--- src/hdl/sstd_pkg.sv ---
// ----------------------------------------------------------------------------
// sstd_pkg: shared types and constants for the sample standard deviation core
// Widths follow from the set size; the serial finishing units size their
// shift registers and step counters from the same constants.
// ----------------------------------------------------------------------------
package sstd_pkg;

    localparam int NUM_SAMPLES = 16;                // samples per set, 2..256

    localparam int SAMPLE_W = 16;
    localparam int STD_W    = 24;
    localparam int FRAC_SH  = 16;                   // 8 fraction bits, squared

    localparam int N_LOG    = $clog2(NUM_SAMPLES);
    localparam int CNT_W    = N_LOG;
    localparam int N_W      = $clog2(NUM_SAMPLES + 1);
    localparam int SUM_W    = SAMPLE_W + N_LOG;
    localparam int SQ_W     = 2 * SAMPLE_W - 1;
    localparam int SUMSQ_W  = SQ_W + N_LOG;
    localparam int NUM_W    = 2 * SUM_W - 1;
    localparam int QW       = NUM_W + FRAC_SH;
    localparam int STEP_W   = $clog2(QW);
    localparam int DEN      = NUM_SAMPLES * (NUM_SAMPLES - 1);
    localparam int DEN_W    = $clog2(DEN + 1);
    localparam int ROOT_W   = (QW + 1) / 2;
    localparam int RAD_W    = 2 * ROOT_W;
    localparam int RSTEP_W  = $clog2(ROOT_W);

    localparam logic [CNT_W-1:0] CNT_LAST = CNT_W'(NUM_SAMPLES - 1);
    localparam logic [SUM_W-1:0] N_TOP    = SUM_W'(NUM_SAMPLES) << (SUM_W - N_W);
    localparam logic [DEN_W:0]   DEN_X    = (DEN_W + 1)'(DEN);

    // Completed set handed from the accumulator to the finishing sequencer
    typedef struct packed {
        logic               valid;
        logic [SUM_W-1:0]   sum;      // two's complement
        logic [SUMSQ_W-1:0] sumsq;
    } set_t;

    // Radicand handed from the sequencer to the root unit
    typedef struct packed {
        logic          start;
        logic [QW-1:0] radicand;
    } root_req_t;

endpackage

--- src/hdl/sstd_accum.sv ---
// ----------------------------------------------------------------------------
// sstd_accum: sample accumulator
// Square each sample in a short pipeline, add into the running sums and
// hold a finished set until the sequencer takes it.
// ----------------------------------------------------------------------------
module sstd_accum
    import sstd_pkg::*;
(
    input  logic                clk,
    input  logic                rst_n,
    input  logic [SAMPLE_W-1:0] sample,
    input  logic                sample_valid,
    output logic                sample_ready,
    output set_t                set_out,
    input  logic                set_take
);

    logic [CNT_W-1:0]    count_reg;
    logic [SAMPLE_W-1:0] s1_reg;
    logic                v1_reg, l1_reg;
    logic [SAMPLE_W-1:0] s2_reg;
    logic [SQ_W-1:0]     sq2_reg;
    logic                v2_reg, l2_reg;
    logic [SUM_W-1:0]    sum_reg;
    logic [SUMSQ_W-1:0]  sumsq_reg;
    logic                set_valid_reg;
    logic [SUM_W-1:0]    set_sum_reg;
    logic [SUMSQ_W-1:0]  set_sumsq_reg;

    logic                last_in;
    logic                accept;
    logic [SAMPLE_W-1:0] mag1;
    logic [2*SAMPLE_W-1:0] square1;
    logic [SUM_W-1:0]    sum_next;
    logic [SUMSQ_W-1:0]  sumsq_next;

    assign last_in = (count_reg == CNT_LAST);
    // Hold the closing sample while another finished set is pending
    assign sample_ready = !(last_in && (set_valid_reg || (v1_reg && l1_reg)
                                        || (v2_reg && l2_reg)));
    assign accept = sample_valid && sample_ready;

    assign mag1    = s1_reg[SAMPLE_W-1] ? (~s1_reg + 1'b1) : s1_reg;
    assign square1 = mag1 * mag1;

    assign sum_next   = sum_reg + {{N_LOG{s2_reg[SAMPLE_W-1]}}, s2_reg};
    assign sumsq_next = sumsq_reg + {{N_LOG{1'b0}}, sq2_reg};

    assign set_out.valid = set_valid_reg;
    assign set_out.sum   = set_sum_reg;
    assign set_out.sumsq = set_sumsq_reg;

    always_ff @(posedge clk or negedge rst_n)
    begin
        if (!rst_n)
        begin
            count_reg     <= '0;
            v1_reg        <= 1'b0;
            l1_reg        <= 1'b0;
            v2_reg        <= 1'b0;
            l2_reg        <= 1'b0;
            sum_reg       <= '0;
            sumsq_reg     <= '0;
            set_valid_reg <= 1'b0;
            s1_reg        <= '0;
            s2_reg        <= '0;
            sq2_reg       <= '0;
            set_sum_reg   <= '0;
            set_sumsq_reg <= '0;
        end
        else
        begin
            if (accept)
            begin
                count_reg <= last_in ? '0 : count_reg + 1'b1;
            end
            v1_reg <= accept;
            l1_reg <= accept && last_in;
            s1_reg <= sample;

            v2_reg  <= v1_reg;
            l2_reg  <= v1_reg && l1_reg;
            s2_reg  <= s1_reg;
            sq2_reg <= square1[SQ_W-1:0];

            if (v2_reg)
            begin
                if (l2_reg)
                begin
                    // Close the set: snapshot and clear for the next one
                    set_sum_reg   <= sum_next;
                    set_sumsq_reg <= sumsq_next;
                    sum_reg       <= '0;
                    sumsq_reg     <= '0;
                end
                else
                begin
                    sum_reg   <= sum_next;
                    sumsq_reg <= sumsq_next;
                end
            end

            if (v2_reg && l2_reg)
            begin
                set_valid_reg <= 1'b1;
            end
            else if (set_take)
            begin
                set_valid_reg <= 1'b0;
            end
        end
    end

endmodule

--- src/hdl/sstd_finish.sv ---
// ----------------------------------------------------------------------------
// sstd_finish: variance sequencer
// Bit-serial multiplies for sum^2 and N*sumsq, then a restoring bit-serial
// divide of the scaled numerator by N*(N-1).
// ----------------------------------------------------------------------------
module sstd_finish
    import sstd_pkg::*;
(
    input  logic      clk,
    input  logic      rst_n,
    input  set_t      set_in,
    output logic      set_take,
    output root_req_t root_req,
    input  logic      root_idle
);

    typedef enum logic [2:0] {
        F_IDLE,
        F_SQ,
        F_PROD,
        F_DIV,
        F_HAND
    } fin_state_t;

    fin_state_t          state_reg;
    logic [STEP_W-1:0]   step_reg;
    logic [SUM_W-1:0]    sum_mag_reg;
    logic [SUMSQ_W-1:0]  sumsq_reg;
    logic [SUM_W-1:0]    mult_reg;
    logic [NUM_W-1:0]    acc_reg;
    logic [NUM_W-1:0]    sq_reg;
    logic [QW-1:0]       div_reg;
    logic [DEN_W-1:0]    rem_reg;

    logic [SUM_W-1:0]    in_mag;
    logic [NUM_W-1:0]    addend;
    logic [NUM_W-1:0]    acc_next;
    logic [NUM_W-1:0]    num_diff;
    logic [NUM_W-1:0]    num;
    logic [DEN_W:0]      trial;
    logic [DEN_W:0]      trial_sub;
    logic                qbit;

    assign set_take = (state_reg == F_IDLE) && set_in.valid;
    assign in_mag   = set_in.sum[SUM_W-1] ? (~set_in.sum + 1'b1) : set_in.sum;

    // MSB-first shift-add multiply step
    assign addend   = (state_reg == F_SQ) ? {{(NUM_W - SUM_W){1'b0}}, sum_mag_reg}
                                          : {{(NUM_W - SUMSQ_W){1'b0}}, sumsq_reg};
    assign acc_next = {acc_reg[NUM_W-2:0], 1'b0} + (mult_reg[SUM_W-1] ? addend : '0);

    assign num_diff = acc_next - sq_reg;
    assign num      = (acc_next >= sq_reg) ? num_diff : '0;

    // Restoring divide step
    assign trial     = {rem_reg, div_reg[QW-1]};
    assign trial_sub = trial - DEN_X;
    assign qbit      = (trial >= DEN_X);

    assign root_req.start    = (state_reg == F_HAND) && root_idle;
    assign root_req.radicand = div_reg;

    always_ff @(posedge clk or negedge rst_n)
    begin
        if (!rst_n)
        begin
            state_reg   <= F_IDLE;
            step_reg    <= '0;
            sum_mag_reg <= '0;
            sumsq_reg   <= '0;
            mult_reg    <= '0;
            acc_reg     <= '0;
            sq_reg      <= '0;
            div_reg     <= '0;
            rem_reg     <= '0;
        end
        else
        begin
            unique case (state_reg)
                F_IDLE:
                begin
                    if (set_in.valid)
                    begin
                        sum_mag_reg <= in_mag;
                        sumsq_reg   <= set_in.sumsq;
                        mult_reg    <= in_mag;
                        acc_reg     <= '0;
                        step_reg    <= '0;
                        state_reg   <= F_SQ;
                    end
                end
                F_SQ:
                begin
                    if (step_reg == STEP_W'(SUM_W - 1))
                    begin
                        sq_reg    <= acc_next;
                        acc_reg   <= '0;
                        mult_reg  <= N_TOP;
                        step_reg  <= '0;
                        state_reg <= F_PROD;
                    end
                    else
                    begin
                        mult_reg <= {mult_reg[SUM_W-2:0], 1'b0};
                        step_reg <= step_reg + 1'b1;
                        acc_reg  <= acc_next;
                    end
                end
                F_PROD:
                begin
                    if (step_reg == STEP_W'(N_W - 1))
                    begin
                        div_reg   <= {num, {FRAC_SH{1'b0}}};
                        rem_reg   <= '0;
                        step_reg  <= '0;
                        state_reg <= F_DIV;
                    end
                    else
                    begin
                        mult_reg <= {mult_reg[SUM_W-2:0], 1'b0};
                        step_reg <= step_reg + 1'b1;
                        acc_reg  <= acc_next;
                    end
                end
                F_DIV:
                begin
                    rem_reg  <= qbit ? trial_sub[DEN_W-1:0] : trial[DEN_W-1:0];
                    div_reg  <= {div_reg[QW-2:0], qbit};
                    step_reg <= step_reg + 1'b1;
                    if (step_reg == STEP_W'(QW - 1))
                    begin
                        state_reg <= F_HAND;
                    end
                end
                F_HAND:
                begin
                    if (root_idle)
                    begin
                        state_reg <= F_IDLE;
                    end
                end
                default:
                begin
                    state_reg <= F_IDLE;
                end
            endcase
        end
    end

endmodule

--- src/hdl/sstd_isqrt.sv ---
// ----------------------------------------------------------------------------
// sstd_isqrt: serial integer square root
// Digit-by-digit root, two radicand bits per cycle; hold the root until
// the output register takes it.
// ----------------------------------------------------------------------------
module sstd_isqrt
    import sstd_pkg::*;
(
    input  logic              clk,
    input  logic              rst_n,
    input  root_req_t         root_req,
    output logic              root_idle,
    output logic              root_valid,
    output logic [ROOT_W-1:0] root,
    input  logic              root_take
);

    typedef enum logic [1:0] {
        R_IDLE,
        R_RUN,
        R_DONE
    } root_state_t;

    root_state_t         state_reg;
    logic [RSTEP_W-1:0]  step_reg;
    logic [RAD_W-1:0]    rad_reg;
    logic [ROOT_W+1:0]   rem_reg;
    logic [ROOT_W-1:0]   root_reg;

    logic [ROOT_W+1:0]   rem_sh;
    logic [ROOT_W+1:0]   trial;
    logic                rbit;

    assign rem_sh = {rem_reg[ROOT_W-1:0], rad_reg[RAD_W-1 -: 2]};
    assign trial  = {root_reg, 2'b01};
    assign rbit   = (rem_sh >= trial);

    assign root_idle  = (state_reg == R_IDLE);
    assign root_valid = (state_reg == R_DONE);
    assign root       = root_reg;

    always_ff @(posedge clk or negedge rst_n)
    begin
        if (!rst_n)
        begin
            state_reg <= R_IDLE;
            step_reg  <= '0;
            rad_reg   <= '0;
            rem_reg   <= '0;
            root_reg  <= '0;
        end
        else
        begin
            unique case (state_reg)
                R_IDLE:
                begin
                    if (root_req.start)
                    begin
                        rad_reg   <= RAD_W'(root_req.radicand);
                        rem_reg   <= '0;
                        root_reg  <= '0;
                        step_reg  <= '0;
                        state_reg <= R_RUN;
                    end
                end
                R_RUN:
                begin
                    rad_reg  <= {rad_reg[RAD_W-3:0], 2'b00};
                    rem_reg  <= rbit ? (rem_sh - trial) : rem_sh;
                    root_reg <= {root_reg[ROOT_W-2:0], rbit};
                    step_reg <= step_reg + 1'b1;
                    if (step_reg == RSTEP_W'(ROOT_W - 1))
                    begin
                        state_reg <= R_DONE;
                    end
                end
                R_DONE:
                begin
                    if (root_take)
                    begin
                        state_reg <= R_IDLE;
                    end
                end
                default:
                begin
                    state_reg <= R_IDLE;
                end
            endcase
        end
    end

endmodule

--- src/hdl/sample_std_deviation_core.sv ---
// ----------------------------------------------------------------------------
// sample_std_deviation_core: sample standard deviation over fixed-size sets
// Takes NUM_SAMPLES signed 16-bit samples per set and returns one unsigned
// Q16.8 standard deviation (N-1 divisor) per set.
// ----------------------------------------------------------------------------
// Usage:
//   Input channel (sample, sample_valid, sample_ready): one sample per
//   transaction. Samples stream in at one per cycle; only the closing
//   sample of a set waits while the previous set is still queued for the
//   sequencer.
//   Output channel (std_dev, std_dev_valid, std_dev_ready): one transaction
//   per completed set, in set order.
//   From the closing sample to std_dev_valid, the set passes through the
//   accumulator pipeline, the serial multiplies, the one-bit-per-cycle
//   divide, the two-bit-per-cycle root and the output register.
//   The finishing chain overlaps with the next set: the accumulator
//   collects the next set while the sequencer and the root unit finish
//   earlier ones, so the set rate is bounded by the longer of the set's
//   sample stream and the sequencer's serial multiplies and divide.
//   Reset clears the running count and sums and drops any set in flight.
//   When the receiver stalls, the result holds in the output register, the
//   root unit holds the next one, and input backs up only at set ends.
// ----------------------------------------------------------------------------
module sample_std_deviation_core
    import sstd_pkg::*;
(
    input  logic                clk,
    input  logic                rst_n,
    input  logic [SAMPLE_W-1:0] sample,
    input  logic                sample_valid,
    output logic                sample_ready,
    output logic [STD_W-1:0]    std_dev,
    output logic                std_dev_valid,
    input  logic                std_dev_ready
);

    set_t              set_bus;
    logic              set_take;
    root_req_t         root_req;
    logic              root_idle;
    logic              root_valid;
    logic [ROOT_W-1:0] root;
    logic              root_take;

    logic              out_valid_reg;
    logic [STD_W-1:0]  out_data_reg;

    // Accumulate running sums per set
    sstd_accum u_accum (
        .clk          (clk),
        .rst_n        (rst_n),
        .sample       (sample),
        .sample_valid (sample_valid),
        .sample_ready (sample_ready),
        .set_out      (set_bus),
        .set_take     (set_take)
    );

    // Form the scaled variance serially
    sstd_finish u_finish (
        .clk       (clk),
        .rst_n     (rst_n),
        .set_in    (set_bus),
        .set_take  (set_take),
        .root_req  (root_req),
        .root_idle (root_idle)
    );

    // Take the integer root serially
    sstd_isqrt u_isqrt (
        .clk        (clk),
        .rst_n      (rst_n),
        .root_req   (root_req),
        .root_idle  (root_idle),
        .root_valid (root_valid),
        .root       (root),
        .root_take  (root_take)
    );

    // Load the output register when it is empty or being drained
    assign root_take = root_valid && (!out_valid_reg || std_dev_ready);

    always_ff @(posedge clk or negedge rst_n)
    begin
        if (!rst_n)
        begin
            out_valid_reg <= 1'b0;
            out_data_reg  <= '0;
        end
        else
        begin
            if (root_take)
            begin
                out_valid_reg <= 1'b1;
                out_data_reg  <= root[STD_W-1:0];
            end
            else if (std_dev_ready)
            begin
                out_valid_reg <= 1'b0;
            end
        end
    end

    assign std_dev_valid = out_valid_reg;
    assign std_dev       = out_data_reg;

endmodule
--- config.mk ---
export PLATFORM = sky130hd
export DESIGN_NAME = sample_std_deviation_core
export DESIGN_NICKNAME = d
export VERILOG_FILES = /design/src/hdl/sstd_pkg.sv /design/src/hdl/sstd_accum.sv /design/src/hdl/sstd_finish.sv /design/src/hdl/sstd_isqrt.sv /design/src/hdl/sample_std_deviation_core.sv
export SDC_FILE = /design/constraint.sdc
export NUM_CORES = 2
export LEC_CHECK = 0
export BUFFER_PORTS_ARGS = -buffer_cell sky130_fd_sc_hd__buf_2
export CAP_MARGIN = 20
export CORE_ASPECT_RATIO = 1.1
export CORE_MARGIN = 2
export CORE_UTILIZATION = 55
export CTS_BUF_LIST = sky130_fd_sc_hd__clkbuf_16
export DETAILED_ROUTE_END_ITERATION = 10
export MAX_ROUTING_LAYER = met4
export PLACE_DENSITY = 0.7
export SYNTH_ARGS = -nofsm -noshare
export SYNTH_HDL_FRONTEND = slang
export SYNTH_SLANG_ARGS = --single-unit
--- constraint.sdc ---
create_clock -name clk -period 23.1 [get_ports clk]
set_input_delay 0 -clock clk [delete_from_list [all_inputs] [get_ports clk]]
set_output_delay 0 -clock clk [all_outputs]
set_load 0.02 [all_outputs]
==> flow_summary.ini <==
[pwr]
power.leakage_nw = 19.5
power-per-cell-area_mw_per_mm2 = 139
power_frac_seq = 0.223
p_int_mw = 3.09
p_comb_frac = 0.603
vdd_drop_max_mv = 0.240
power.share.switching = 0.438
pwr-share-clk = 0.174
switchingPower_mw = 2.40

[detailed_routing]
antenna_left = 0
wl_per_cell_microns = 17.3
drc = 0
first_iter_violations = 1634
via_count = 27400
drt-total-wl_microns = 83500
first_pass_iters = 7
vias_per_cell = 5.69

[clocking]
clock_tree.htree_level_count = 2
cts_setup_buffers = 0
insertion_delay_ns = 0.64
cts_tree = yes
cts_buffers = 57
clk_pin_slew_ns = 0.06
cts_root_buf = clkbuf_16
clockBufferDepth = 3
clock_sinks = 548

[worst_setup_path]
cp_max_fo = 19
crit_type = register to register
slowest_stage = a311oi_1
path_buf_inv = 8
slowest_delay_ns = 0.90
r2r_cells = 28
crit_path_end_kind = register
startpoint_type = register
path_depth = 28
crit_family = adder cells
required_ns = 23.64
arrival_ns = 9.32

[sta]
final.min_clock_period_ns = 8.78
rsz0062_at_grt = false
finalMaxSlewViolations = 0
timing.slew.headroom = 0.237
fin_worst_skew_ns = 0.0369
tns_ns = 0
finalHoldViolations = 0
setup_viol = 0
tightest_slew_ns = 1.14
finalCritPeriodShare = 0.380
max_freq_mhz = 114

[synth]
syn_area_sq_mm = 0.0363
ys.flop_type = dfrtp_1
synth_top_family_by_area = adder cells
synthCells = 3913
synthAdderAreaFrac = 0.180
yosys-top-cells-area = dfrtp_1 38%, fa_1 9.3%, ha_1 8.8%
yosysTopAreaCell = dfrtp_1
synth_xor_area_frac = 0.0516
synth-edff-count = 0
synth-simple-area-share = 0.129
avgSynthCellArea_sq_um = 9.28
synth_cell_types = 87
ys_seq_area_frac = 0.378
synth-compound-area-share = 0.177
synth_top_cell_area_share = 0.378
muxShareOfSynthArea = 0.0237
synth-async-reset-ratio = 1.00
ys_ff_latch = 548
synth_warnings = 0

[layout]
drive_above_1_share = 0.0676
syn_to_final_growth_pct = 9.00
diodes = 0
largest_reg_flops = 56
final_nets = 4361
final_cell_mix = 547 x dfrtp_1, 508 x nand2_1, 406 x inv_1
final_common_cell = dfrtp_1
finalNonFillerCells = 4813
fin_util = 0.608

[worst_hold_path]
hold_path.class = primary input to register
holdPathStages = 2

[global_routing]
grt_max_degree = 119
grt-ovfl-total = 0
track_usage = 0.257
grt_pass1_wl_microns = 140000
antenna_found_initial = 0
grt_pass1_vias = 27300

[floorplanning]
dieArea_sq_mm = 0.0681
die_w_microns = 249
io_pins = 46
coreArea_sq_mm = 0.0651
num_rows = 98
fp.dieH_microns = 273
initial_core_util = 0.558

[status]
status = complete, no violations

[placed_design]
dp_cells = 4677
gp_congestion = 0.931
port_buffers = 45
place_hpwl_microns = 60500

[job]
max_cap_violations = 0
## final cells by class
cell class / count / area [sq um]
flip-flops and latches: 548 / 13700
well taps: 850 / 1060
clock buffers: 58 / 1450
clock inverters: 46 / 477
multi-input cells: 2798 / 20500
fillers: 5561 / 25500
inverters: 403 / 1510
repair buffers: 110 / 848
## final timing paths
path / start / to / slack [ns]
max: u_accum.s1_reg[0]$_DFF_PN0_ / u_accum.sq2_reg[29]$_DFF_PN0_ / 14.32
min: sample[15] / u_accum.s1_reg[15]$_DFF_PN0_ / 0.04
max reg2reg: u_accum.s1_reg[0]$_DFF_PN0_ / u_accum.sq2_reg[29]$_DFF_PN0_ / 14.32
min reg2reg: u_accum.v1_reg$_DFF_PN0_ / u_accum.v2_reg$_DFF_PN0_ / 0.37
max in group asynchronous: rst_n / u_accum.s1_reg[14]$_DFF_PN0_ / 20.23
min in group asynchronous: rst_n / u_finish.step_reg[2]$_DFFE_PN0P_ / 0.08
## per-layer routing
| layer | vias to the layer above | GRT usage | wire length, microns |
|---|---|---|---|
| met5 | - | - | 0 |
| met4 | 0 | 0.0740 | 2340 |
| met3 | 140 | 0.0277 | 3230 |
| met2 | 541 | 0.432 | 40700 |
| met1 | 13300 | 0.333 | 37200 |
| li1 | 13400 | - | - |
## logic make-up (layout without fill, tap and decap cells)
| kind of cell | count (synthesis) | after routing |
|---|---|---|
| simple gates | 1056 | 1056 |
| compound gates | 1016 | 1016 |
| buf+inv | 576 | 617 |
| flops | 548 | 548 |
| fa+ha+maj | 423 | 423 |
| xor+xnor | 213 | 213 |
| mux | 79 | 79 |
| other cells | 2 | 11 |
## per-stage QoR
stage / hold slack [ns] / power, mW / cell area [sq um] / setup slack (ns)
2_1_floorplan: -0.296 / 3.77 / 36300 / 15.54
3_3_place_gp: 0.108 / 4.46 / 37300 / 14.54
3_5_place_dp: 0.109 / 4.53 / 37300 / 14.36
4_1_cts: 0.00402 / 5.52 / 39500 / 14.35
5_1_grt: 0.0179 / 6.00 / 39600 / 13.80
6_report: 0.0355 / 5.49 / 39600 / 14.32
## power groups by stage
stage / combinational, mW / clock [mW] / sequential, mW
after floorplan: 2.56 / 0 / 1.20
after global placement: 3.22 / 0 / 1.24
after detailed placement: 3.29 / 0 / 1.24
after CTS: 3.32 / 0.974 / 1.23
after global routing: 3.75 / 1.02 / 1.24
final: 3.31 / 0.954 / 1.22
## synth_stat cells, types with 14 or more instances
| library cell | number |
|---|---|
| a211oi_1 | 17 |
| a21boi_0 | 25 |
| a21o_1 | 99 |
| a21oi_1 | 207 |
| a221o_1 | 19 |
| a22o_1 | 40 |
| a31oi_1 | 67 |
| and3_1 | 53 |
| clkbuf_1 | 154 |
| dfrtp_1 | 548 |
| fa_1 | 168 |
| ha_1 | 255 |
| inv_1 | 396 |
| mux2_2 | 55 |
| mux2i_1 | 24 |
| nand2_1 | 510 |
| nand2b_1 | 38 |
| nand3_1 | 53 |
| nand4_1 | 21 |
| nor2_1 | 247 |
| nor2b_1 | 35 |
| nor3_1 | 27 |
| o21a_1 | 18 |
| o21ai_0 | 286 |
| o21ai_1 | 17 |
| o21bai_1 | 27 |
| o22ai_1 | 81 |
| or3_1 | 14 |
| xnor2_1 | 123 |
| xor2_1 | 89 |
## timing repair
item                                    in CTS  in global routing
hold buffers                                29                  0
hold endpoints to repair                   139                  0
resized for setup                            0                  0
endpoints found under the setup margin       0                  0
Power figures use the tool's default switching activity.
